$ cat config.mk
export PLATFORM = sky130hd
export DESIGN_NAME = rpmf_queue
export DESIGN_NICKNAME = d
export VERILOG_FILES = /design/src/hw/rtl/rpmf_queue.sv
export SDC_FILE = /design/constraint.sdc
export NUM_CORES = 1
export LEC_CHECK = 0
export BUFFER_PORTS_ARGS = -buffer_cell sky130_fd_sc_hd__buf_2
export CORE_MARGIN = 1.5
export CORE_UTILIZATION = 40
export CTS_BUF_LIST = sky130_fd_sc_hd__clkbuf_8
export DETAILED_ROUTE_END_ITERATION = 10
export SLEW_MARGIN = 25
export SYNTH_ARGS = -nofsm -noshare
export SYNTH_HDL_FRONTEND = slang
export SYNTH_SLANG_ARGS = --single-unit
$ cat constraint.sdc
create_clock -name clk_i -period 2.7 [get_ports clk_i]
set_clock_uncertainty 0.15 [all_clocks]
set_input_delay 0.135 -clock clk_i [delete_from_list [all_inputs] [get_ports clk_i]]
set_output_delay 0.135 -clock clk_i [all_outputs]
set_load 0.05 [all_outputs]
$ cat src/hw/rtl/rpmf_queue.sv
// rpmf_queue: short flip-flop fifo that decouples front and back
// no dependencies

module rpmf_queue #(
  parameter int WIDTH = 32,
  parameter int DEPTH = 4,
  localparam int PW = (DEPTH > 1) ? $clog2(DEPTH) : 1,
  localparam int CW = $clog2(DEPTH + 1)
) (
  input  logic             clk_i,
  input  logic             rst_ni,
  input  logic             push_i,
  input  logic [WIDTH-1:0] data_i,
  output logic             full_o,
  output logic             valid_o,
  input  logic             pop_i,
  output logic [WIDTH-1:0] data_o
);

  logic [WIDTH-1:0] mem_q [DEPTH];
  logic [PW-1:0]    wr_ptr_q;
  logic [PW-1:0]    rd_ptr_q;
  logic [CW-1:0]    count_q;
  logic             do_push;
  logic             do_pop;

  assign full_o  = (count_q == CW'(DEPTH));
  assign valid_o = (count_q != '0);
  assign data_o  = mem_q[rd_ptr_q];
  assign do_push = push_i && !full_o;
  assign do_pop  = pop_i && valid_o;

  // entry storage
  always_ff @(posedge clk_i) begin
    if (do_push) begin
      mem_q[wr_ptr_q] <= data_i;
    end
  end

  // pointers and fill count
  always_ff @(posedge clk_i or negedge rst_ni) begin
    if (!rst_ni) begin
      wr_ptr_q <= '0;
      rd_ptr_q <= '0;
      count_q  <= '0;
    end else begin
      if (do_push) begin
        wr_ptr_q <= (wr_ptr_q == PW'(DEPTH - 1)) ? '0 : wr_ptr_q + 1'b1;
      end
      if (do_pop) begin
        rd_ptr_q <= (rd_ptr_q == PW'(DEPTH - 1)) ? '0 : rd_ptr_q + 1'b1;
      end
      if (do_push && !do_pop) begin
        count_q <= count_q + 1'b1;
      end else if (do_pop && !do_push) begin
        count_q <= count_q - 1'b1;
      end
    end
  end

endmodule

==> results of run 1 <==
-- layout by cell type (no fill, tap or decap) --
| cell type | n |
|---|---|
| nor2_1 | 3 |
| buf_12 | 3 |
| edfxtp_1 | 128 |
| clkinv_1 | 1 |
| clkinv_4 | 3 |
| dlygate4sd3_1 | 35 |
| buf_4 | 7 |
| clkbuf_8 | 17 |
| buf_2 | 69 |
| dfrtp_1 | 5 |
| ha_1 | 6 |
| mux4_1 | 4 |
| or3_4 | 1 |
| bufinv_16 | 3 |
| and2_2 | 4 |
| clkinv_2 | 4 |
| dfrtp_2 | 2 |
| fa_1 | 1 |
| mux2_2 | 3 |
| inv_6 | 1 |
| xor2_1 | 2 |
| xnor2_1 | 1 |
| nor2b_1 | 1 |
| mux4_2 | 28 |
| clkinvlp_4 | 1 |
| nand2_2 | 1 |
| mux2_4 | 2 |
| inv_1 | 4 |
| nor3b_2 | 1 |
-- worst max-delay path by stage --
stage                startpoint    endpoint  slack (ns)  cells past startpoint
finish              rd_ptr_q[0]  data_o[25]        0.17                      3
global route        rd_ptr_q[0]  data_o[25]        0.02                      3
CTS                 rd_ptr_q[0]  data_o[25]        0.08                      3
detailed placement   count_q[0]  count_q[2]        0.43                      8
global placement     count_q[0]  count_q[2]        0.51                      8
floorplan            count_q[0]  count_q[1]        0.08                      7
-- report_power, final --
| group | total, mW | internal (mW) | switching (mW) | leakage (nW) |
|---|---|---|---|---|
| Combinational | 2.95 | 1.02 | 1.93 | 0.835 |
| Clock | 1.63 | 0.901 | 0.731 | 0.204 |
| Sequential | 3.04 | 2.77 | 0.265 | 1.25 |
-- layer usage --
metal	vias to the layer above	global-route usage (%)	wire length [µm]
met5	-	0	0
met4	0	4.878	51
met3	5	5.397	524
met2	66	22.27	4356
met1	1234	17.85	3707
li1	1107	-	-
-- repair_timing --
action                                  in CTS  in global routing
endpoints found under the setup margin       0                  0
hold endpoints to repair                   137                  0
hold buffers                                35                  0
-- registers in the layout, indices dropped and copies added (netlist names) --
signal / flops
rd_ptr_q: 2
mem_q: 128
wr_ptr_q: 2
count_q: 3
-- final cells by class --
cell class	count	area, µm²	share of cell area, %
sequential	135	4021	62.36
clock buffer	17	234.0	3.628
clock inverter	14	160.2	2.484
timing repair buffer	114	808.3	12.53
tap	172	215.2	3.337
inverter	3	11.26	0.1746
multi-input combinational	58	998.5	15.48
-- cell families after synthesis --
logic type,synth area share [%]
xor gates and xnor gates,0.5128
DFF,78.42
adders and majority gates,1.855
and+or+nand+nor,1.416
muxes,15.60
buffers and inverters,2.197
-- worst register-to-register path, stage by stage (launching register included) --
cell     delay, ns
dfrtp_1       0.45
or3_4         0.42
nand2_2       0.10
ha_1          0.18
inv_1         0.06
fa_1          0.39
xor2_1        0.18
nor2_1        0.14
xor2_1        0.16
==> results.md, run 1 <==
- Outcome: complete, no violations
- Setup TNS: 0 ns
- Net count, final: 372
- Cells after Synth: 205
- Cell Chain, Critical Path: buf_12 > mux4_1 > buf_2
- CTS sink count: approximately 140
- # diodes: 0
- CTS tree: yes
- Share of cells above drive strength 1: between 40% and 50%
- Std cell rows: between 40 and 50
- R2R Setup Slk: around 0.40 ns
- Fin area: 6449 µm²
- Ys async rst share: ~5.2%
- R2R cell count: 8
- Final-report max-slew violation count: 0
- First-pass GRT wire length: ~13000 µm
- DR DRC count: 0
- Overall routing resource usage: 14.03%
- Vias/cell: about 4.7
- Crit Path Category: flop to primary output
- Total CTS buffers: 17
- Util after Layout: 51.31%
- Peak Freq: 0.3953 GHz
- Worst Path Arrival: around 2.2 ns
- Startpoint types: flop
- Worst EP required: ~2.4 ns
- Primary FF master, synth: edfxtp_1
- Worst supply voltage drop on vdd: between 0.0007 and 0.0008 V
- Worst R2R End: count_q[2]
- Sequential-to-total area share from yosys stat: between 70% and 80%
- Lkg Pwr: between 2 and 2.5 nW
- Worst-Margin Slew: a little under 0.6 ns
- Post-cts resize count: 0
- CTS H-tree lvls: 4
- Max-slew headroom: 60.54%
- Vias in the first global route: 2520
- Synth top cells by count: 128 x edfxtp_1, 28 x mux4_2, 7 x dfrtp_1
- Initial Util: 40.78%
- GRT overflow: 0
- Critical Path End Type: primary output
- MaxCap Viol Count: 0
- Fillers: ~1000
- Placed insts: 447
- DRT Wirelength: 8639 µm
- Worst hold start: push_i
- Post-CTS setup buffer count: 0
- Netlist area before placement: between 5000 and 6000 µm²
- Cells taking the most area after synthesis: edfxtp_1 75%, mux4_2 12%, dfrtp_1 3.4%, mux4_1 2.1%, ha_1 1.5%
- Avg Synthesized Cell Area: around 25 µm²
- Initial antenna violation count: 0
- EDFF count, synth: about 130
- PD cells: 1181 nW/µm²
- #FFs+latches synth: about 140
- Fin crit period: between 2 and 3 ns
- Hpwl dp: roughly 5400 µm
- Final hold viol count: 0
- Largest net degree at the start of global routing: 26
- Gpl congestion: 0.6838
- Synth unique cells: 21
- Worst Hold End: count_q[0]
- Core area: between 10000 and 15000 µm²
- Maximum root-to-sink buffer count: 2
- Clock root cell: clkbuf_8
- Drt wl/cell: approximately 17 µm
- Final setup fails: 0
- Top cell type's share of synthesized area: between 70% and 80%
- Final setup margin: 0.1701 ns
- Overall via count from detail_route: between 2000 and 2500
- Hold-critical path depth: 4
- Largest area contributor in the netlist: edfxtp_1
- RR Startpoint: count_q[0]
- DRT iter0 DRCs: between 150 and 200
- WHS: 0.1504 ns
- Most numerous cell in the Yosys netlist: edfxtp_1
- Die Span X: about 120 µm
- Largest stage delay on the critical path: roughly 0.74 ns
- Crit share post-route: 93.70%
- Chip height: 116.2 µm
- Final ANT Viol Nets: 0
- Top cell family by delay on the critical path: flip-flops
- RSZ-0062 raised after global routing: no
- Slowest stage cell on the critical path: dfrtp_2
- Synthesized Nets: approximately 250
- Max FO, Critical Path: 20
- Placed cell area: between 5000 and 6000 µm²
- TritonRoute pass-1 iters: 4
- Layout area overhead: 25.83%
- HP Class: input port to flop
- CP Buf/Inv Count: 2
- Clk_lat worst skew: roughly 0.42 ns
- IO Pins: 70
- Clock slew at reported path FFs: around 0.080 ns
- Dpl ws: 0.4315 ns
- Finished Layout Cells: ~500
- Synth warn: 0
- Power consumption: between 7 and 8 mW
- Die area: 13500 µm²
- # port buffers: just under 70
No activity file was read; power rests on OpenSTA's default activity.
==> inputs of run 2 (changes only) <==
--- a/config.mk
+++ b/config.mk
@@ -10,6 +10,7 @@
 export CORE_UTILIZATION = 40
 export CTS_BUF_LIST = sky130_fd_sc_hd__clkbuf_8
 export DETAILED_ROUTE_END_ITERATION = 10
+export GPL_TIMING_DRIVEN = 0
 export SLEW_MARGIN = 25
 export SYNTH_ARGS = -nofsm -noshare
 export SYNTH_HDL_FRONTEND = slang
==> results.md, run 2 (same netlist as run 1, synthesis figures left out) <==
- CP Buf/Inv Count: 3
- Clk_lat worst skew: 0.43 ns
- Sw Share: 36.88%
- Fin crit period: 2.283 ns
- DRT Wirelength: between 8000 and 9000 µm
- Hold-critical path depth: 4
- R2R cell count: 8
- R2R Setup Slk: about 0.43 ns
- Placed insts: 450
- Std cell rows: between 40 and 50
- Worst EP required: about 2.4 ns
- Vias in the first global route: 2620
- # diodes: 0
- Largest net degree at the start of global routing: 24
- Gpl congestion: approximately 0.65
- Worst-Margin Slew: approximately 0.57 ns
- Clock network power share: a little under a quarter
- Final ANT Viol Nets: 0
- GRT overflow: 0
- Chip height: 116.2 µm
- First-pass GRT wire length: 13700 µm
- Worst R2R End: count_q[2]
- Die area: 13500 µm²
- Initial Util: 40.78%
- Met1 GRT Util: ~18%
- Maximum root-to-sink buffer count: 2
- Most common cell after layout, fill and taps aside: edfxtp_1
- Clock root cell: clkbuf_8
- Max FO, Critical Path: 10
- Net count, final: between 300 and 400
- Register with the most flip-flops: mem_q
- Overall via count from detail_route: 2452
- Initial antenna violation count: 0
- RR Startpoint: count_q[0]
- Post-CTS setup buffer count: 0
- Worst path most repeated cell: buf_2
- HP Class: input port to flop
- Clock slew at reported path FFs: roughly 0.08 ns
- P_sw: 2.966 mW
- Max-slew headroom: ~62%
- CTS sink count: approximately 140
- Comb pwr share: ~40%
- Post-cts resize count: 0
- Lkg Pwr: between 2 and 2.5 nW
- DR DRC count: 0
- PD cells: about 1200 nW/µm²
- RSZ-0062 raised after global routing: no
- Die Span X: approximately 120 µm
- Slowest stage cell on the critical path: mux4_2
- Max reg flops: approximately 130
- Met3 Resource Use GR: roughly 5.2%
- Finished Layout Cells: around 520
- Core area: between 10000 and 15000 µm²
- CTS tree: yes
- Worst hold start: push_i
- MaxCap Viol Count: 0
- Power consumption: around 8.0 mW
- Final hold viol count: 0
- Worst Path Arrival: roughly 2.0 ns
- Final setup margin: between 0.4 and 0.5 ns
- Largest stage delay on the critical path: between 0.3 and 0.4 ns
- Most frequent cells in the layout: 128 x edfxtp_1, 72 x buf_2, 35 x dlygate4sd3_1
- Util after Layout: between 50% and 60%
- Startpoint types: flop
- Dpl ws: between 0.4 and 0.5 ns
- Drt wl/cell: ~17 µm
- TritonRoute pass-1 iters: 4
- Total CTS buffers: 17
- Met2 usage: a little under a quarter
- Outcome: complete, no violations
- Reg power frac: between 30% and 40%
- IO Pins: 70
- CTS H-tree lvls: 4
- Crit share post-route: 84.55%
- Vias/cell: approximately 4.7
- Layout area overhead: 28.98%
- Top Registers: mem_q x128, count_q x3
- # port buffers: 69
- Share of cells above drive strength 1: between 40 and 50%
- Global routing's busiest layer: met2
- Cts hold-fix bufs: 35
- Crit Path Category: flop to primary output
- Top cell family by delay on the critical path: buffers and inverters
- Cell Chain, Critical Path: clkbuf_1 > buf_2 > mux4_2 > buf_2
- Overall routing resource usage: around 15%
- Internal power: 5.074 mW
- Hpwl dp: roughly 5600 µm
- Worst Hold End: wr_ptr_q[0]
- DRT iter0 DRCs: approximately 130
- Worst supply voltage drop on vdd: between 0.0005 and 0.0006 V
- Peak Freq: approximately 0.44 GHz
- Critical Path End Type: primary output
- Final-report max-slew violation count: 0
- Final setup fails: 0
==> run 2: cell types whose count changed in the layout (fill, tap and decap cells not counted), moves of 2 or more <==
| cell | before | now |
|---|---|---|
| buf_16 | 0 | 3 |
| buf_2 | 69 | 72 |
| buf_4 | 7 | 0 |
| buf_6 | 0 | 2 |
| bufinv_16 | 3 | 6 |
| clkinv_4 | 3 | 1 |
| dfrtp_1 | 5 | 7 |
| dfrtp_2 | 2 | 0 |
==> run 2: final cells by class <==
class | instances | area [µm²]
tap | 172 | 215.2
buffer | 9 | 101.3
inverter | 3 | 11.26
sequential | 135 | 4019
fill | 1000 | 5958
clock inverter | 15 | 232.7
timing repair buffer | 108 | 798.3
multi-input combinational | 58 | 998.5
clock buffer | 17 | 234.0
==> run 2: through the flow <==
stage / area [µm²] / TNS, ns / hold slack (ns)
3_3_place_gp: 5685 / -15.47 / -0.1651
2_1_floorplan: 5125 / 0 / -0.3106
3_5_place_dp: 5793 / 0 / -0.1586
6_report: 6610 / 0 / 0.09277
4_1_cts: 6610 / 0 / 0.06187
5_1_grt: 6610 / 0 / 0.09853
==> run 2: tightest hold or removal path: cells and delay by family <==
kind / cells / cell delay [ns]
buffers and inverters: 2 / 0.22
multiplexers: 1 / 0.15
AND/OR/NAND/NOR: 1 / 0.14
==> run 2: per-layer routing <==
| layer | up-vias | share of wire [%] |
|---|---|---|
| met2 | 66 | 50 |
| li1 | 1117 | - |
| met4 | 0 | 1.3 |
| met5 | - | 0 |
| met1 | 1260 | 44 |
| met3 | 9 | 4.9 |
==> run 2: how the worst max path moves through the flow <==
stage                            from           end  cells past startpoint
after floorplan            count_q[0]    count_q[1]                      7
after global placement     count_q[2]  mem_q[0][27]                      4
after detailed placement   count_q[0]    count_q[2]                      8
after CTS                 rd_ptr_q[1]    data_o[10]                      4
after global routing      rd_ptr_q[1]    data_o[15]                      4
final                     rd_ptr_q[1]    data_o[15]                      4
==> run 2: power groups by stage <==
| stage | registers, mW | logic (mW) | clock network, mW |
|---|---|---|---|
| global placement | 2.95 | 3.11 | 0 |
| global route | 2.93 | 3.42 | 2.05 |
| CTS | 2.90 | 3.29 | 1.98 |
| detailed placement | 2.95 | 3.25 | 0 |
| floorplan | 2.92 | 2.47 | 0 |
| finish | 2.90 | 3.21 | 1.93 |
