==> config.mk <==
export PLATFORM = sky130hd
export DESIGN_NAME = rpmf_front
export DESIGN_NICKNAME = d
export VERILOG_FILES = /design/src/hw/rtl/rpmf_pkg.sv /design/src/hw/rtl/rpmf_front.sv
export SDC_FILE = /design/constraint.sdc
export NUM_CORES = 1
export LEC_CHECK = 0
export ABC_AREA = 1
export ABC_CLOCK_PERIOD_IN_PS = 6800
export BUFFER_PORTS_ARGS = -buffer_cell sky130_fd_sc_hd__buf_2
export CAP_MARGIN = 20
export CORE_MARGIN = 4
export CORE_UTILIZATION = 51
export CTS_CLUSTER_DIAMETER = 80
export DETAILED_ROUTE_END_ITERATION = 7
export PLACE_DENSITY = 0.95
export REMOVE_ABC_BUFFERS = 1
export SLEW_MARGIN = 20
export SYNTH_ARGS = -nofsm -noshare
export SYNTH_HDL_FRONTEND = slang
export SYNTH_SLANG_ARGS = --single-unit
==> constraint.sdc <==
create_clock -name clk_i -period 6.8 [get_ports clk_i]
set_clock_uncertainty 0.15 [all_clocks]
set_input_delay 0.34 -clock clk_i [delete_from_list [all_inputs] [get_ports clk_i]]
set_output_delay 0.34 -clock clk_i [all_outputs]
set_load 0.02 [all_outputs]
==> src/hw/rtl/rpmf_pkg.sv <==
// rpmf_pkg: shared types and constants of the radar pulse matched filter
// used by rpmf_front, rpmf_back and the top level; depends on nothing

package rpmf_pkg;

  // fixed field and register widths
  localparam int TAP_COUNT_W = 7;
  localparam int RANGE_W     = 16;
  localparam int TAP_IDX_W   = 6;
  localparam int OUT_W       = 40;
  localparam int CFG_IDX_W   = 2;
  localparam int CFG_DATA_W  = 16;

  // defaults for the top-level parameters
  localparam int DEF_MAX_TAPS    = 64;
  localparam int DEF_SAMPLE_BITS = 16;

  // depth of the queue between front and back
  localparam int QUEUE_DEPTH = 4;

  // register reset values
  localparam logic [TAP_COUNT_W-1:0] TAP_COUNT_RST = 7'd64;
  localparam logic [RANGE_W-1:0]     RANGE_LEN_RST = 16'd1024;

  // input request kinds
  typedef enum logic {
    REQ_TAP    = 1'b0,
    REQ_SAMPLE = 1'b1
  } req_type_e;

  // configuration register indexes
  typedef enum logic [CFG_IDX_W-1:0] {
    REG_TAP_COUNT = 2'd0,
    REG_RANGE_LEN = 2'd1
  } reg_idx_e;

  // classified command handed from front to back
  typedef struct packed {
    logic               is_sample;
    logic               has_bins;
    logic               last;
    logic [RANGE_W-1:0] top;
    logic [RANGE_W-1:0] n_first;
    logic [RANGE_W-1:0] n_last;
  } cmd_t;

endpackage

==> src/hw/rtl/rpmf_front.sv <==
// rpmf_front: accepts input beats, tracks the line position and classifies
// each beat into a command for the back end; uses rpmf_pkg

module rpmf_front #(
  parameter int MAX_TAPS    = rpmf_pkg::DEF_MAX_TAPS,
  parameter int SAMPLE_BITS = rpmf_pkg::DEF_SAMPLE_BITS,
  localparam int AW = $clog2(MAX_TAPS),
  localparam int TW = $clog2(MAX_TAPS + 1)
) (
  input  logic                                clk_i,
  input  logic                                rst_ni,
  // input channel
  input  logic                                in_valid_i,
  output logic                                in_stall_o,
  input  logic                                req_type_i,
  input  logic [rpmf_pkg::TAP_IDX_W-1:0]      tap_index_i,
  input  logic signed [SAMPLE_BITS-1:0]       in_real_i,
  input  logic signed [SAMPLE_BITS-1:0]       in_imag_i,
  // configuration
  input  logic [TW-1:0]                       lag_i,
  input  logic [rpmf_pkg::RANGE_W-1:0]        range_len_i,
  // queue side
  input  logic                                full_i,
  output logic                                push_o,
  output rpmf_pkg::cmd_t                      cmd_o,
  output logic [AW-1:0]                       addr_o,
  output logic signed [SAMPLE_BITS-1:0]       real_o,
  output logic signed [SAMPLE_BITS-1:0]       imag_o
);

  logic [rpmf_pkg::RANGE_W-1:0] pos_q;
  logic [AW-1:0]                wp_q;
  logic                         accept;
  logic                         is_sample;
  logic                         tap_ok;
  logic [rpmf_pkg::RANGE_W-1:0] len_eff;
  logic [rpmf_pkg::RANGE_W-1:0] lag_ext;
  logic                         last;
  logic                         has_normal;

  assign in_stall_o = full_i;
  assign accept     = in_valid_i && !full_i;
  assign is_sample  = (req_type_i == rpmf_pkg::REQ_SAMPLE);
  assign tap_ok     = (32'(tap_index_i) < MAX_TAPS);

  // line bookkeeping for a sample beat
  assign len_eff    = (range_len_i == '0) ? 16'd1 : range_len_i;
  assign lag_ext    = 16'(lag_i);
  assign last       = ((17'(pos_q) + 17'd1) >= 17'(len_eff));
  assign has_normal = (pos_q >= lag_ext);

  // command build
  always_comb begin
    cmd_o.is_sample = is_sample;
    cmd_o.has_bins  = has_normal || last;
    cmd_o.last      = last;
    cmd_o.top       = pos_q;
    cmd_o.n_first   = has_normal ? (pos_q - lag_ext) : '0;
    cmd_o.n_last    = last ? pos_q : (pos_q - lag_ext);
  end

  assign addr_o = is_sample ? wp_q : AW'(tap_index_i);
  assign real_o = in_real_i;
  assign imag_o = in_imag_i;
  // taps beyond the store are dropped here
  assign push_o = accept && (is_sample || tap_ok);

  // sample position and ring write pointer
  always_ff @(posedge clk_i or negedge rst_ni) begin
    if (!rst_ni) begin
      pos_q <= '0;
      wp_q  <= '0;
    end else if (accept && is_sample) begin
      if (last) begin
        pos_q <= '0;
        wp_q  <= '0;
      end else begin
        pos_q <= pos_q + 16'd1;
        wp_q  <= (wp_q == AW'(MAX_TAPS - 1)) ? '0 : wp_q + 1'b1;
      end
    end
  end

endmodule

==> impl_results.md, run 1 <==
- Fin Setup TNS: 0 ps
- Largest net degree at the start of global routing: 40
- Setup crit end kind: output port
- Die height: 86.6 µm
- Multi-input logic area: 1970 µm²
- Clock slew at reported path FFs: 90 ps
- Relative slew margins: 41.4%
- Outcome: complete, but fails checks
- Failing checks: design-rule violations
- Total die area: 7500 µm²
- CP startpoint: pos_q[0]$_DFFE_PN0P_
- Share of the synthesized area in the top cell type: 18.6%
- Slowest-stage cell, CP: dfrtp_1
- DPL Wire Length: 7520 µm
- Worst Hold Class: reg -> reg
- Initial antenna violation count: 0
- CP required: 6310 ps
- Final Routed Wirelength: 9480 µm
- Fmax: 0.233 GHz
- Fillers: 555
- Slowest cell delay on critical path: 520 ps
- Grt ovf: 0
- PD cells: 247 nW/µm²
- Core box area: 5960 µm²
- Synth Register Bits: 22
- RSZ-0062 raised after global routing: false
- Sink Count: 22
- Placed inst area: 3350 µm²
- Total of max-cap violations: 0
- Cell area after layout: 3430 µm²
- Root Driver: clkbuf_8
- Worst hold stages: 2
- Initial DRC Count: 353
- CTS tree: built
- Post-route DRC: 2
- Fin crit share: 63.2%
- Placed insts: 628
- Syn Inst Count: 511
- Synth cell types: 34
- Setup slack, reg-to-reg: 3150 ps
- Crit path max fanout: 39
- Leakage: 2.05 nW
- RR Startpoint: pos_q[0]$_DFFE_PN0P_
- Post-layout instance count excluding filler cells: 633
- Largest cells by area after synthesis: nand2_1, dfrtp_1, ha_1
- CTS Buf Count: 3
- Initial Utilization: 52.9%
- Global Route Usage Sum: 25.1%
- WL/cell: 15.0 µm
- Area Overhead vs Synth: 8.98%
- Reg-to-Reg End: pos_q[3]$_DFFE_PN0P_
- Cell Chain, Critical Path: ha_1, nand3_2, inv_1, nand2_1, nor2_1, nor2_1, ha_1, nand2_1, nor2_1, a21boi_0, nor2_1, nor2_1, nor2_8, nand2_4, nand2_1, nand2_1, buf_2
- Via count: 3,401
- Startpoint types: register
- Ys Warns: 0
- Crit-path leading delay family: simple AND/OR/NAND/NOR gates
- Post-layout nets: 651
- Fin util: 57.6%
- Maximum VDD drop: 187 µV
- FF/Latch Area: 551 µm²
- Worst hold path endpoint: wp_q[5]$_DFFE_PN0P_
- WP buf/inv: 2
- First-pass GRT wire length: 15,000 µm
- Most used cell, CP: nor2_1
- DRT antenna net count: 0
- Top Ports: 157
- Finish-stage setup viols: 0
- Hold Path Origin: wp_q[5]$_DFFE_PN0P_
- Critical path class: reg -> out
- Crit path time final: 4300 ps
- Worst EP arrival: 3810 ps
- Reg2Reg Depth: 15
- Worst slew pin tran: 876 ps
- Ys async rst share: 100%
- Num rows: 28
- Number of global-route vias before repair: 3,204
- Main synth FF type: dfrtp_1
- Number of port buffers: 92
- CTS H-Tree Depth: 1
- Mapped Area: 3150 µm²
- Number of synthesized flops with an enable pin: 0
- Seq/Total Area, Yosys: 17.5%
- Via density per instance: 5.37
- Final Hold Viols: 0
- Worst skew pair latency: 270 ps
- RePlAce Congestion: 0.954
- Mapped Avg Cell Area: 6.16 µm²
- Post-synth top area cell: nand2_1
- Die span in x: 86.6 µm
- Clock tree buffer depth: 2
- Antenna Cells: 0
- Layout cells sized above 1: 20.3%
- Drt first pass iters: 7
- Count of pins over their slew limit: 0
==> cell type report <==
cell class | instances | area share, %
inverters | 74 | 8.09
clock inverters | 1 | 0.875
multi-input cells | 365 | 57.3
well taps | 75 | 2.73
repair buffers | 93 | 13.7
clock buffers | 3 | 1.20
flip-flops and latches | 22 | 16.0
==> worst min-delay path: stages (launching register included) <==
cell,delay (ps)
dfrtp_1,380
nand2_1,60
o21ai_0,80
==> metal layers <==
metal  part of all wire [%]  track usage (%)  wire [µm]  vias to the layer above
met5                   0.39             4.90         37                        -
met1                     43             32.4       4050                     1523
li1                       -                -          -                     1667
met3                     12             9.13       1130                       10
met2                     44             39.1       4170                      199
met4                   0.96             6.94         91                        2
==> cell usage in the layout, fill, tap and decap left out <==
| cell type | instances |
|---|---|
| a41o_1 | 1 |
| buf_2 | 92 |
| mux2i_1 | 1 |
| nor4_1 | 4 |
| nor2_1 | 41 |
| o211ai_1 | 1 |
| dfrtp_1 | 22 |
| nand3_2 | 3 |
| nand3b_1 | 2 |
| nand2_1 | 156 |
| nor2_8 | 1 |
| xnor2_1 | 3 |
| xor2_1 | 18 |
| a21oi_1 | 16 |
| and2_1 | 3 |
| inv_1 | 70 |
| clkinv_1 | 2 |
| a21boi_0 | 2 |
| nand2_4 | 1 |
| fa_1 | 1 |
| bufinv_16 | 1 |
| o21a_1 | 1 |
| clkbuf_8 | 3 |
| ha_1 | 25 |
| nand4_1 | 3 |
| dlygate4sd3_1 | 1 |
| inv_2 | 2 |
| nor3_1 | 6 |
| o21bai_1 | 1 |
| nand2_2 | 4 |
| nand3_1 | 35 |
| a21oi_2 | 5 |
| o21ai_0 | 30 |
| nor2_4 | 1 |
==> cell families after synthesis <==
logic type                 count (synthesis)  share of synthesized area, %
AOI/OAI and AO/OA                         57                          10.2
xor gates and xnor gates                  21                          5.84
adders and majority gates                 26                          10.6
buffers and inverters                    124                          20.0
DFF                                       22                          17.5
muxes                                      1                         0.318
and+or+nand+nor                          260                          35.6
==> power by group <==
part / total, mW / internal, mW / switching [mW]
logic: 0.522 / 0.185 / 0.337
clock network: 0.127 / 0.0788 / 0.0478
registers: 0.198 / 0.153 / 0.0451
total: 0.847 / 0.417 / 0.430
==> flip-flops by register name, indices dropped and copies added (netlist names) <==
name and count:
wp_q 6, pos_q 16
==> stage by stage <==
stage | hold WS, ps | setup slack [ps] | power, mW
detailed placement | 194 | 2870 | 0.718
global placement | 174 | 3000 | 0.703
CTS | 407 | 2560 | 0.843
global route | 457 | 2190 | 0.915
finish | 405 | 2500 | 0.847
floorplan | -106 | 3410 | 0.551
==> repair_timing <==
item | in CTS | in global routing
endpoints found under the hold margin | 22 | 0
setup buffers | 0 | 0
gates resized for setup | 0 | 0
hold buffers | 1 | 0
==> worst max-delay path by stage <==
stage,end,depth (start not counted)
after floorplan,cmd_o[10],16
after global placement,cmd_o[2],17
after detailed placement,cmd_o[13],17
after CTS,cmd_o[13],17
after global routing,cmd_o[13],17
final,cmd_o[13],17
==> cell usage after synthesis (4+ instances only) <==
| library cell | instances |
|---|---|
| nand2_1 | 156 |
| inv_1 | 70 |
| nor2_1 | 41 |
| buf_4 | 35 |
| nand3_1 | 35 |
| o21ai_0 | 30 |
| ha_1 | 25 |
| dfrtp_1 | 22 |
| xor2_1 | 18 |
| a21oi_1 | 16 |
| buf_2 | 9 |
| nor3_1 | 6 |
| a21oi_2 | 5 |
| nand2_2 | 4 |
| nor4_1 | 4 |
(Power assumes the default switching activity.)
==> run 2, diff against run 1 <==
--- a/config.mk
+++ b/config.mk
@@ -6,14 +6,14 @@
 export NUM_CORES = 1
 export LEC_CHECK = 0
 export ABC_AREA = 1
-export ABC_CLOCK_PERIOD_IN_PS = 6800
+export ABC_CLOCK_PERIOD_IN_PS = 3760
 export BUFFER_PORTS_ARGS = -buffer_cell sky130_fd_sc_hd__buf_2
 export CAP_MARGIN = 20
 export CORE_MARGIN = 4
-export CORE_UTILIZATION = 51
+export CORE_UTILIZATION = 43
 export CTS_CLUSTER_DIAMETER = 80
 export DETAILED_ROUTE_END_ITERATION = 7
-export PLACE_DENSITY = 0.95
+export PLACE_DENSITY = 0.86
 export REMOVE_ABC_BUFFERS = 1
 export SLEW_MARGIN = 20
 export SYNTH_ARGS = -nofsm -noshare
==> constraint.sdc (replaced) <==
create_clock -name clk_i -period 3.76 [get_ports clk_i]
set_clock_uncertainty 0.15 [all_clocks]
set_input_delay 0.188 -clock clk_i [delete_from_list [all_inputs] [get_ports clk_i]]
set_output_delay 0.188 -clock clk_i [all_outputs]
set_load 0.02 [all_outputs]
==> run 2 against run 1 <==
- the run now ends clean
- register-to-register slack worse by 2600 ps
- die area is 17% higher
- via count is 2.4% higher
- setup slack worse by 2300 ps
- first-iteration DRC count is 32% lower
- largest power group unchanged
- highest routed layer is now met4
==> impl_results.md, run 2 (synthesis gave the netlist of run 1 again) <==
- WP depth: 16
- Clock slew at reported path FFs: 90 ps
- Via density per instance: 5.25
- Largest net degree at the start of global routing: 33
- Startpoint types: register
- Top Registers: pos_q: 16 flops, wp_q: 6 flops
- Final Routed Wirelength: 9930 µm
- Crit-path leading delay family: simple AND/OR/NAND/NOR gates
- Top Ports: 157
- DRT antenna net count: 0
- WP buf/inv: 2
- CTS tree: built
- Total of max-cap violations: 0
- Clock tree buffer depth: 2
- CTS Buf Count: 3
- Fmax: 0.277 GHz
- Commonest non-fill, non-tap cell in the layout: nand2_1
- Setup crit end kind: output port
- Total die area: 8760 µm²
- Drt first pass iters: 4
- Fin crit share: 96.0%
- Reg2Reg Depth: 15
- Largest Register: pos_q
- CTS H-Tree Depth: 1
- First-pass GRT wire length: 15,900 µm
- Root Driver: clkbuf_8
- Worst slew pin tran: 842 ps
- Outcome: completed
- Initial Utilization: 45.4%
- Global Route Usage Sum: 22.4%
- Crit path max fanout: 17
- WL/cell: 15.0 µm
- Finish-stage setup viols: 0
- Fin util: 51.7%
- Number of port buffers: 92
- Initial DRC Count: 239
- Antenna Cells: 0
- PD cells: 439 nW/µm²
- Worst skew pair latency: 270 ps
- Count of pins over their slew limit: 0
- Most used cell, CP: nand3_1
- Slowest-stage cell, CP: dfrtp_2
- Grt ovf: 0
- Die height: 93.6 µm
- CP required: 3420 ps
- Final Hold Viols: 0
- Post-layout nets: 660
- RePlAce Congestion: 0.963
- Crit path time final: 3610 ps
- Maximum VDD drop: 286 µV
- Sink Count: 22
- Layout cells sized above 1: 24.3%
- Die span in x: 93.6 µm
- Max reg flops: 16
- Total power: 1.58 mW
- Core box area: 6940 µm²
- Worst Hold Class: in -> out
- Num rows: 30
- Most frequent cells in the layout: nand2_1, buf_2, inv_1
- Area Overhead vs Synth: 13.9%
- Number of global-route vias before repair: 3,302
- DPL Wire Length: 7740 µm
- Cell Chain, Critical Path: nand3_1, nor3_2, nand3_1, xor2_1, ha_1, nand3_1, nor2_2, nand2_1, nor2_1, nor2_1, nand2_2, nor2_8, buf_6, nand3_1, nand2_1, buf_2
- Leakage: 2.10 nW
- Critical path class: reg -> out
- Initial antenna violation count: 0
- Post-route DRC: 0
- Worst EP arrival: 3270 ps
- Slowest cell delay on critical path: 450 ps
- Relative slew margins: 43.7%
- Via count: 3,483
- Worst hold stages: 0
[run 2: worst register-to-register path, stage by stage (launching register included)]
cell and delay (ps):
dfrtp_2 450, nand3_1 230, nor3_2 300, nand3_1 160, xor2_1 280, ha_1 310, nand3_1 140, nor2_2 70
nand2_1 80, nor2_1 60, nor2_1 120, nand2_2 110, nor2_8 160, nand2_8 150, buf_4 230, o21ai_0 180
[run 2: final timing paths]
| path | startpoint | to | slack, ps |
|---|---|---|---|
| max in group asynchronous | rst_ni | pos_q[10]$_DFFE_PN0P_ | 2780 |
| hold / removal | in_imag_i[0] | imag_o[0] | 230 |
| hold reg to reg | wp_q[5]$_DFFE_PN0P_ | wp_q[5]$_DFFE_PN0P_ | 370 |
| min in group asynchronous | rst_ni | pos_q[7]$_DFFE_PN0P_ | 290 |
| setup reg to reg | pos_q[2]$_DFFE_PN0P_ | pos_q[15]$_DFFE_PN0P_ | 510 |
| setup / recovery | pos_q[2]$_DFFE_PN0P_ | cmd_o[6] | 150 |
[run 2: final cells by class]
| cell class | instances | area [µm²] |
|---|---|---|
| inverters | 74 | 278 |
| repair buffers | 102 | 542 |
| well taps | 96 | 120 |
| clock buffers | 3 | 41.3 |
| clock inverters | 1 | 30.0 |
| fillers | 667 | 3360 |
| multi-input cells | 365 | 2020 |
| flip-flops and latches | 22 | 559 |
[run 2: stage by stage]
stage               hold WS [ps]  cells  setup WS, ps  instance area [µm²]  TNS, ps
finish                       226    663           151                 3590        0
global route                 226    663         -58.8                 3590     -323
CTS                          226    659          65.5                 3510        0
detailed placement          49.3    654           229                 3410        0
global placement            27.4    654           282                 3410        0
floorplan                   -258    461           520                 2800        0
[run 2: repair_timing]
action	in CTS	in global routing
pin swaps	0	0
gates cloned	0	0
hold buffers	1	0
gates resized for setup	2	16
setup buffers	0	4
endpoints found under the hold margin	22	0
endpoints found under the setup margin	16	18
[run 2: power breakdown]
part | internal (mW) | total [mW] | switching [mW]
clock | 0.142 | 0.227 | 0.0847
combinational | 0.366 | 1.00 | 0.634
sequential | 0.282 | 0.349 | 0.0679
total | 0.790 | 1.58 | 0.787
[run 2: routing by layer]
metal	track usage, %	vias up	share of wire [%]
li1	-	1681	-
met1	28.8	1553	42
met2	35.4	222	46
met3	8.21	27	11
met4	5.66	0	1.5
met5	1.92	-	0
